**config.mk**
```make
export PLATFORM = sky130hd
export DESIGN_NAME = pulse_length_line_receiver
export DESIGN_NICKNAME = d
export VERILOG_FILES = /design/src/rtl/plr_pkg.sv /design/src/rtl/plr_front.sv /design/src/rtl/plr_fifo.sv /design/src/rtl/plr_back.sv /design/src/rtl/pulse_length_line_receiver.sv
export SDC_FILE = /design/constraint.sdc
export NUM_CORES = 1
export LEC_CHECK = 0
export BUFFER_PORTS_ARGS = -buffer_cell sky130_fd_sc_hd__buf_2
export CAP_MARGIN = 30
export CORE_MARGIN = 8
export CORE_UTILIZATION = 50
export CTS_BUF_LIST = sky130_fd_sc_hd__clkbuf_4 sky130_fd_sc_hd__clkbuf_8 sky130_fd_sc_hd__clkbuf_16
export DETAILED_ROUTE_END_ITERATION = 8
export GPL_ROUTABILITY_DRIVEN = 0
export PLACE_DENSITY_LB_ADDON = 0.05
export RECOVER_POWER = 50
export SLEW_MARGIN = 5
export SYNTH_ARGS = -nofsm -noshare
export SYNTH_HDL_FRONTEND = slang
export SYNTH_SLANG_ARGS = --single-unit
```
**constraint.sdc**
```tcl
create_clock -name clk -period 9.3 [get_ports clk]
set_clock_uncertainty 0.2 [all_clocks]
set_input_delay 0.465 -clock clk [delete_from_list [all_inputs] [get_ports clk]]
set_output_delay 0.465 -clock clk [all_outputs]
set_load 0.02 [all_outputs]
```
**src/rtl/plr_pkg.sv**
```systemverilog
// Types, constants and the pulse-width classifier of the line receiver.
package plr_pkg;

	localparam int MAX_MSG_BYTES = 5;
	localparam int NUM_BYTES     = 5;
	localparam int QUEUE_DEPTH   = 4;
	localparam int QPTR_W        = $clog2(QUEUE_DEPTH);

	localparam logic [63:0] BIT0_LO   = 64'd300000;
	localparam logic [63:0] BIT0_HI   = 64'd700000;
	localparam logic [63:0] BIT1_LO   = 64'd800000;
	localparam logic [63:0] BIT1_HI   = 64'd1200000;
	localparam int          SYNC_BASE = 2000000;
	localparam int          SYNC_STEP = 1000000;
	localparam int          SYNC_TOL  = 300000;
	localparam int          NUM_SYNCS = 5;

	typedef enum logic [1:0] {
		K_BIT0,
		K_BIT1,
		K_SYNC,
		K_BAD
	} edge_kind_t;

	// One classified release edge.
	typedef struct packed {
		edge_kind_t  kind;
		logic [2:0]  size;
	} edge_cls_t;

	function automatic edge_cls_t classify(logic [63:0] dt);
		edge_cls_t  res;
		logic [2:0] sz;
		logic [63:0] lo;
		logic [63:0] hi;
		sz = 3'd0;
		for (int k = 1; k <= NUM_SYNCS; k++) begin
			lo = 64'(SYNC_BASE + (k - 1) * SYNC_STEP - SYNC_TOL);
			hi = 64'(SYNC_BASE + (k - 1) * SYNC_STEP + SYNC_TOL);
			if (sz == 3'd0 && dt >= lo && dt <= hi) begin
				sz = 3'(k);
			end
		end
		res.size = 3'd0;
		if (dt >= BIT0_LO && dt <= BIT0_HI) begin
			res.kind = K_BIT0;
		end else if (dt >= BIT1_LO && dt <= BIT1_HI) begin
			res.kind = K_BIT1;
		end else if (sz != 3'd0 && sz <= 3'(MAX_MSG_BYTES)) begin
			res.kind = K_SYNC;
			res.size = sz;
		end else begin
			res.kind = K_BAD;
		end
		return res;
	endfunction

endpackage

```
**src/rtl/plr_front.sv**
```systemverilog
// Front end: takes edge transactions, keeps the active-edge time, classifies releases.
module plr_front (
	input  logic              clk,
	input  logic              arst_n,
	input  logic              in_valid,
	output logic              in_stall,
	input  logic              line_active,
	input  logic [63:0]       edge_time_ns,
	input  logic              q_full,
	output logic              push,
	output plr_pkg::edge_cls_t push_cls
);
	import plr_pkg::*;

	logic [63:0] start_time_q;
	logic [63:0] dt;
	logic        accept;

	assign in_stall = q_full;
	assign accept   = in_valid && !q_full;
	assign dt       = edge_time_ns - start_time_q;
	assign push     = accept && !line_active;
	assign push_cls = classify(dt);

	always_ff @(posedge clk or negedge arst_n) begin
		if (!arst_n) begin
			start_time_q <= '0;
		end else if (accept && line_active) begin
			start_time_q <= edge_time_ns;
		end
	end

endmodule

```
**src/rtl/plr_fifo.sv**
```systemverilog
// Short queue of classified edges between front and back.
module plr_fifo (
	input  logic               clk,
	input  logic               arst_n,
	input  logic               push,
	input  plr_pkg::edge_cls_t push_cls,
	output logic               full,
	input  logic               pop,
	output logic               q_valid,
	output plr_pkg::edge_cls_t pop_cls
);
	import plr_pkg::*;

	edge_cls_t         slot_q [QUEUE_DEPTH];
	logic [QPTR_W-1:0] wr_ptr_q;
	logic [QPTR_W-1:0] rd_ptr_q;
	logic [QPTR_W:0]   count_q;
	logic              do_pop;

	assign full    = (count_q == (QPTR_W + 1)'(QUEUE_DEPTH));
	assign q_valid = (count_q != '0);
	assign pop_cls = slot_q[rd_ptr_q];
	assign do_pop  = pop && q_valid;

	always_ff @(posedge clk) begin
		if (push) begin
			slot_q[wr_ptr_q] <= push_cls;
		end
	end

	always_ff @(posedge clk or negedge arst_n) begin
		if (!arst_n) begin
			wr_ptr_q <= '0;
			rd_ptr_q <= '0;
			count_q  <= '0;
		end else begin
			if (push) begin
				wr_ptr_q <= wr_ptr_q + 1'b1;
			end
			if (do_pop) begin
				rd_ptr_q <= rd_ptr_q + 1'b1;
			end
			if (push && !do_pop) begin
				count_q <= count_q + 1'b1;
			end else if (!push && do_pop) begin
				count_q <= count_q - 1'b1;
			end
		end
	end

endmodule

```
**src/rtl/plr_back.sv**
```systemverilog
// Back end: message state, byte assembly and the output register.
module plr_back (
	input  logic               clk,
	input  logic               arst_n,
	input  logic               q_valid,
	input  plr_pkg::edge_cls_t pop_cls,
	output logic               pop,
	output logic               out_valid,
	input  logic               out_stall,
	output logic [2:0]         msg_size,
	output logic [7:0]         out_bytes [plr_pkg::NUM_BYTES]
);
	import plr_pkg::*;

	logic [5:0] bits_q, bits_d;
	logic [2:0] exp_q, exp_d;
	logic       idle_q, idle_d;
	logic [7:0] pay_q [NUM_BYTES];
	logic [7:0] pay_d [NUM_BYTES];
	logic       done;
	logic [5:0] target;
	logic [5:0] bits_inc;
	logic       out_valid_q;
	logic [2:0] size_q;
	logic [7:0] byte_q [NUM_BYTES];

	assign pop      = q_valid && (!out_valid_q || !out_stall);
	assign target   = {exp_q, 3'b000};
	assign bits_inc = bits_q + 6'd1;

	always_comb begin
		bits_d = bits_q;
		exp_d  = exp_q;
		idle_d = idle_q;
		pay_d  = pay_q;
		done   = 1'b0;
		case (pop_cls.kind)
			K_BIT0, K_BIT1: begin
				if (!idle_q) begin
					if (bits_q >= target) begin
						idle_d = 1'b1;
						exp_d  = 3'd0;
						bits_d = 6'd0;
					end else begin
						for (int k = 0; k < NUM_BYTES; k++) begin
							if (bits_q[5:3] == 3'(k)) begin
								pay_d[k] = {pay_q[k][6:0], (pop_cls.kind == K_BIT1)};
							end
						end
						bits_d = bits_inc;
						done   = (bits_inc == target);
					end
				end
			end
			K_SYNC: begin
				exp_d  = pop_cls.size;
				bits_d = 6'd0;
				idle_d = 1'b0;
			end
			default: begin
				idle_d = 1'b1;
				exp_d  = 3'd0;
				bits_d = 6'd0;
			end
		endcase
	end

	always_ff @(posedge clk or negedge arst_n) begin
		if (!arst_n) begin
			bits_q      <= '0;
			exp_q       <= '0;
			idle_q      <= 1'b1;
			out_valid_q <= 1'b0;
			for (int k = 0; k < NUM_BYTES; k++) begin
				pay_q[k] <= '0;
			end
		end else begin
			if (pop) begin
				bits_q <= bits_d;
				exp_q  <= exp_d;
				idle_q <= idle_d;
				pay_q  <= pay_d;
			end
			if (pop && done) begin
				out_valid_q <= 1'b1;
			end else if (!out_stall) begin
				out_valid_q <= 1'b0;
			end
		end
	end

	// result payload, loaded only when the output slot is free or draining
	always_ff @(posedge clk) begin
		if (pop && done) begin
			size_q <= exp_d;
			for (int k = 0; k < NUM_BYTES; k++) begin
				byte_q[k] <= (3'(k) < exp_d) ? pay_d[k] : 8'd0;
			end
		end
	end

	assign out_valid = out_valid_q;
	assign msg_size  = size_q;
	assign out_bytes = byte_q;

endmodule

```
**src/rtl/pulse_length_line_receiver.sv**
```systemverilog
// Top level of the single-wire pulse-length line receiver.
//
//  channel | direction | handshake            | payload
//  --------+-----------+----------------------+-----------------------------------
//  edge    | in        | in_valid / in_stall  | line_active, edge_time_ns
//  message | out       | out_valid / out_stall| msg_size, byte0..byte4
//
// Takes one edge transaction per cycle; in_stall rises only when the
// four-entry edge queue is full, which happens only while out_stall holds back.
// A completed message reaches the outputs through the edge queue and the output
// register: the queue entry is written at the accepting edge and the output
// register loads when the back end pops that entry.
// Reset (arst_n low) clears the stored edge time, the queue and the message
// state; the receiver then waits for a sync pulse.
//
// Structure: the front end stores the time of each active edge and, for each
// release, subtracts the stored time (modulo 2^64) and sorts the width into
// 0 bit, 1 bit, sync of 1..5 bytes, or out of range. Classified releases wait
// in a short queue. The back end walks the message state one entry per cycle
// and loads a finished message into the output register; it pops the queue
// only when that register is empty or being drained, so results are never overwritten.
module pulse_length_line_receiver (
	input  logic        clk,
	input  logic        arst_n,
	input  logic        in_valid,
	output logic        in_stall,
	input  logic        line_active,
	input  logic [63:0] edge_time_ns,
	output logic        out_valid,
	input  logic        out_stall,
	output logic [2:0]  msg_size,
	output logic [7:0]  byte0,
	output logic [7:0]  byte1,
	output logic [7:0]  byte2,
	output logic [7:0]  byte3,
	output logic [7:0]  byte4
);
	import plr_pkg::*;

	logic      push;
	edge_cls_t push_cls;
	logic      q_full;
	logic      pop;
	logic      q_valid;
	edge_cls_t pop_cls;
	logic [7:0] out_bytes [NUM_BYTES];

	// edge timing and width classification
	plr_front u_front (
		.clk          (clk),
		.arst_n       (arst_n),
		.in_valid     (in_valid),
		.in_stall     (in_stall),
		.line_active  (line_active),
		.edge_time_ns (edge_time_ns),
		.q_full       (q_full),
		.push         (push),
		.push_cls     (push_cls)
	);

	// decouples the edge rate from output back-pressure
	plr_fifo u_fifo (
		.clk      (clk),
		.arst_n   (arst_n),
		.push     (push),
		.push_cls (push_cls),
		.full     (q_full),
		.pop      (pop),
		.q_valid  (q_valid),
		.pop_cls  (pop_cls)
	);

	// message assembly and output register
	plr_back u_back (
		.clk       (clk),
		.arst_n    (arst_n),
		.q_valid   (q_valid),
		.pop_cls   (pop_cls),
		.pop       (pop),
		.out_valid (out_valid),
		.out_stall (out_stall),
		.msg_size  (msg_size),
		.out_bytes (out_bytes)
	);

	assign byte0 = out_bytes[0];
	assign byte1 = out_bytes[1];
	assign byte2 = out_bytes[2];
	assign byte3 = out_bytes[3];
	assign byte4 = out_bytes[4];

endmodule

```
Word level (Yosys, flattened, before mapping):

Memories as Yosys holds them, arrays and structs flattened.
Index checks and enable logic that the tools add are counted.

* reduce and logical (&&, ||, !) cells: 38
* add/subtract/negate cells: 6
* muxes and demuxes: 37
* eq/ne operators: 10
* magnitude comparators: 21

Operators with widths (number)
* $le 64x23->1 const B: 3
* $ge 64x22->1 const B: 2
* $ge 64x23->1 const B: 2
* $le 64x22->1 const B: 2
* $mux 40: 3
* $ge 64x19->1 const B: 1
* $ge 64x20->1 const B: 1
* $ge 64x21->1 const B: 1
* $le 64x20->1 const B: 1
* $le 64x21->1 const B: 1
* $sub 64x64->64: 1
* $mux 8: 5
* $mux 3: 11
* $logic_and 1x1->1: 20
* $mux 6: 3
* $logic_not 3->1: 5
* $mux 1: 11
* $add 6x1->6 const B: 1
* $eq 3x2->1 const B: 2
* $eq 3x3->1 const B: 2
* $eq 6x6->1: 1
* $ge 6x6->1: 1
* $logic_not 1->1: 6
* $lt 1x3->1 const A: 2
* 20 further kinds: 24

* input bits: 69
* logic and storage cells: 132
* output and inout bits: 45
* memories: 1
* flip-flop bits (word level): 165
* RAM bits: 20

Memories
* u_fifo.slot_q: words 4, bits a word 5, rd ports 1, clocked after memory_dff 0, write ports 1, RTL line plr_fifo.sv:14 `edge_cls_t slot_q [QUEUE_DEPTH];`

Longest topological paths before layout:

* word-level depth: 25
* mapped depth: 16
* depth with buffers taken out: 15

Cells and area by module:

A second synthesis with hierarchy kept.

* cell total of the unflattened synthesis: 1409
* area, all modules: 13331.5 sq um

By module, submodules not included
* plr_front: times used 1, cells an instance 1024, area an instance 7831.3 sq um
* plr_back: times used 1, cells an instance 324, area an instance 4365.4 sq um
* plr_fifo: times used 1, cells an instance 61, area an instance 1134.8 sq um

Worst setup path after synthesis:

OpenSTA, ideal clock, no wires.

* path kind: register to register
* start: reg u_back.bits_q[3]
* end: reg u_back.size_q[0], in the netlist u_back.msg_size[0] (enable)
* setup time: 0.554 ns
* path slack: 2.252 ns
* stages on the path, launching flop included: 11
* arrival time: 6.294 ns
* required time: 8.546 ns
* period minus slack after synthesis: 7.048 ns
* buffers on the path: 1
* cells stage by stage: dfrtp_1 clkbuf_1 inv_1 ha_1 nand3b_1 a21boi_0 o21ai_0 nand2b_1 or3_1 or2_0 nor4_1

* cells in the longest elaborated chain, start to end: 6

RTL lines
* start, declared: RTL line plr_back.sv:15 `logic [5:0] bits_q, bits_d;`
* start signal, assigned: RTL line plr_back.sv:79 `bits_q <= bits_d;`
* $add 6x1->6: RTL line plr_back.sv:29 `assign bits_inc = bits_q + 6'd1;`
* $eq 6x6->1: RTL line plr_back.sv:51 `done = (bits_inc == target);`
* $mux 1 *: RTL line plr_back.sv:40 `if (bits_q >= target) begin`
* $mux 1 *: RTL line plr_back.sv:39 `if (!idle_q) begin`
* $mux 1 *: RTL line plr_back.sv:37 `case (pop_cls.kind)`
* $logic_and 1x1->1 *: RTL line plr_back.sv:94 `if (pop && done) begin`
* end signal, assigned: RTL line plr_back.sv:95 `size_q <= exp_d;`
* end, declared: RTL line plr_back.sv:24 `logic [2:0] size_q;`

Every way passes the cells marked *; elsewhere a longest branch is shown, timed or not.
A chain may end at the register's enable or synchronous reset.

==> flow_summary.toml <==
[routing]
drt-pass1-iter-count = 6
m1WireLength_um = 15600
top_layer = "met4"
route.met3.wl_um = 1360
drc = 0
dr.first_iter.drc_count = 847
ant_nets = 0
met2_length_um = 15300
drt-total-wl_um = 33000
wl_per_cell_um = 17.8
vias = 11000
viasPerCell = 5.94

[clock_tree]
clock_path_buffers = 2
htreeDepth = 4
clock_sinks = 185
cts_tree = "built"
clk_latency_ps = 440
cts_buffers = 17
post-cts-setup-buffers = 0
path_clk_slew_ps = 80
cts_root_buf = "clkbuf_16"

[worst_setup_path]
rr_worst_depth = 13
critPathBufInv = 0
critPathTopFamily = "compound AO/OA/AOI/OAI gates"
required_ps = 9240
crit_chain = "ha_1 -> fa_1 -> nand2b_1 -> a21oi_2 -> o2111ai_1 -> nand3_1 -> xor2_1 -> nor4_1 -> o311a_1 -> a311oi_1 -> nor3_1 -> o21bai_1 -> o41ai_1"
worst_path_max_delay_cell = "xor2_1"
cp.arrival_ps = 4510
start_kind = "register"
critical_path_class = "register to register"
cp.depth = 13
critPathMaxStageDelay_ps = 680
worstPathMaxFanout = 12
end_kind = "register"

[run_status]
status = "finished, violations left"
failed_checks = "capacitance limit, slew limit"

[yosys]
ys_ff_latch = 185
yosysWarnings = 0
synthAdderAreaFrac_pct = 7.23
synth.distinct_cells = 93
post_synth_xor_area_fraction_pct = 3.95
synthCells = 1410
syn-num-nets = 1555
post_synth_instance_area_mm2 = 0.0134
synth_top_family_by_area = "compound AO/OA/AOI/OAI gates"
synth_compound_area_share_pct = 18.2
avgSynthCellArea_um2 = 9.47
synth-edff-count = 63
ys_seq_area_share_pct = 37.0
yosys_most_used_dff = "dfrtp_1"
synth_top_area_share_pct = 22.7
synth_area_leaders = "dfrtp_1 (23%), edfxtp_1 (14%), mux2_2 (9.0%), ha_1 (6.9%), a21oi_1 (3.8%)"
synth-simple-area-share_pct = 16.5
synth_top_area_cell = "dfrtp_1"
async_flop_share_pct = 65.9
synth_mux_area_share_pct = 13.2

[power]
clkPwrFrac_pct = 19.4
p_int_mw = 2.23
power_frac_comb_pct = 55.0
power_density_mw_per_mm2 = 280
switching_share_pct = 46.3
ir_drop_mv = 0.119
pwr-share-seq_pct = 25.6
netSwitchingPower_mw = 1.92
p_leak_nw = 6.33

[global_routing]
grt_max_degree = 71
track_usage_pct = 20.2
grt_pass1_wl_um = 55000
grt_pass1_vias = 11000
antenna_found_initial = 0
overflow = 0

[cells_and_area]
final_core_util_pct = 55.7
final_cells = 1857
syn2layout_area_growth_pct = 11.0
antennaDiodeCount = 0
layout_commonest_cell = "nand2_1"
most-common-layout-cells = "nand2_1 (130), nor2_1 (126), dfrtp_1 (121), mux2_2 (107), a21oi_1 (101)"
final_nets = 1648
drive_gt1_share_pct = 17.8

[floorplan]
core_mm2 = 0.0266
dieWidth_um = 179
die_area_mm2 = 0.0322
pin_count = 114
initial_core_util_pct = 50.2
rows = 60
die_height_um = 179

[placed_design]
hpwlAfterDp_um = 25400
place_inst = 1823
port_buffers = 113

[sta]
setup_violations = 0
fmax_mhz = 219
finalWorstPathRequiredPeriod_ps = 4560
hold_viol = 0
hold_ws_ps = 48.1
rsz0062_at_grt = "false"
timing_worst_slew_pin_value_ps = 3040
slew_headroom_pct = -103
slew_viol_final = 94
tns_ps = 0
period_share_pct = 49.1

[worst_hold_path]
hp-class = "input pin to register"
holdPathStages = 2

[flow_run]
maxCapViolCount = 2
==> cell type report <==
cell class	count	area, um^2
clock buffer	17	425
inverter	88	330
multi-input combinational	1092	7900
fill	2477	11800
clock inverter	15	221
tap	341	427
timing repair buffer	119	568
sequential	185	4950
==> power groups by stage <==
stage / combinational [mW] / sequential, mW / clock [mW]
after global routing: 2.51 / 1.09 / 0.851
after detailed placement: 2.23 / 1.08 / 0
after global placement: 2.22 / 1.08 / 0
final: 2.29 / 1.07 / 0.805
after floorplan: 1.74 / 1.05 / 0
after CTS: 2.25 / 1.07 / 0.818
==> flip-flops by register name (all words and copies together), names as in the netlist <==
register,count
u_fifo.slot_q,20
u_front.start_time_q,64
u_fifo.wr_ptr_q,2
u_back.idle_q,1
u_fifo.rd_ptr_q,2
u_back.out_bytes,40
u_back.pay_q,40
u_back.exp_q,3
u_fifo.count_q,3
u_back.out_valid,1
u_back.bits_q,6
u_back.msg_size,3
==> final timing paths <==
kind	to	slack, ps	from
max	u_fifo.slot_q[0][3]	4740	u_front.start_time_q[0]
min	u_back.out_valid	50	out_stall
max reg2reg	u_fifo.slot_q[0][3]	4740	u_front.start_time_q[0]
min reg2reg	u_front.start_time_q[0]	300	u_front.start_time_q[0]
max in group asynchronous	u_back.idle_q	5630	arst_n
min in group asynchronous	u_front.start_time_q[6]	1350	arst_n
==> cell families after synthesis <==
| family | Yosys count |
|---|---|
| buf+inv | 133 |
| flops | 185 |
| simple gates | 454 |
| compound gates | 353 |
| mux | 156 |
| xor+xnor | 53 |
| fa+ha+maj | 76 |
==> cells in the mapped netlist, drive strengths merged (13+ instances only) <==
cell / instances
a211oi: 14
a21o: 17
a21oi: 111
and2: 13
buf: 13
clkbuf: 32
dfrtp: 121
edfxtp: 63
ha: 74
inv: 88
mux2: 107
mux2i: 44
nand2: 132
nand3: 34
nand4: 26
nor2: 130
nor3: 36
nor4: 16
o211ai: 14
o21ai: 81
or3: 16
xnor2: 34
xor2: 19
==> metal layers <==
metal	vias up	GRT usage, %
li1	5391	-
met1	5281	27.1
met2	311	33.5
met3	55	2.62
met4	0	6.50
met5	-	0
==> through the flow <==
step | setup slack [ps] | power (mW) | area [um^2]
after global routing | 4390 | 4.45 | 14800
final | 4740 | 4.16 | 14800
after detailed placement | 4590 | 3.32 | 14200
after CTS | 4770 | 4.13 | 14900
after floorplan | 2250 | 2.79 | 13400
after global placement | 4760 | 3.30 | 14200
==> worst register-to-register path, stage by stage (launching register included) <==
cell and delay [ps]:
dfrtp_1 390, ha_1 200, fa_1 400, nand2b_1 210, a21oi_2 360, o2111ai_1 200
nand3_1 160, xor2_1 680, nor4_1 110, o311a_1 160, a311oi_1 300, nor3_1 110
o21bai_1 180, o41ai_1 620
==> timing repair <==
action,in CTS,in global routing
hold buffers,1,0
endpoints found under the hold margin,52,0
gates resized for setup,0,0
No activity file was read; power rests on OpenSTA's default activity.
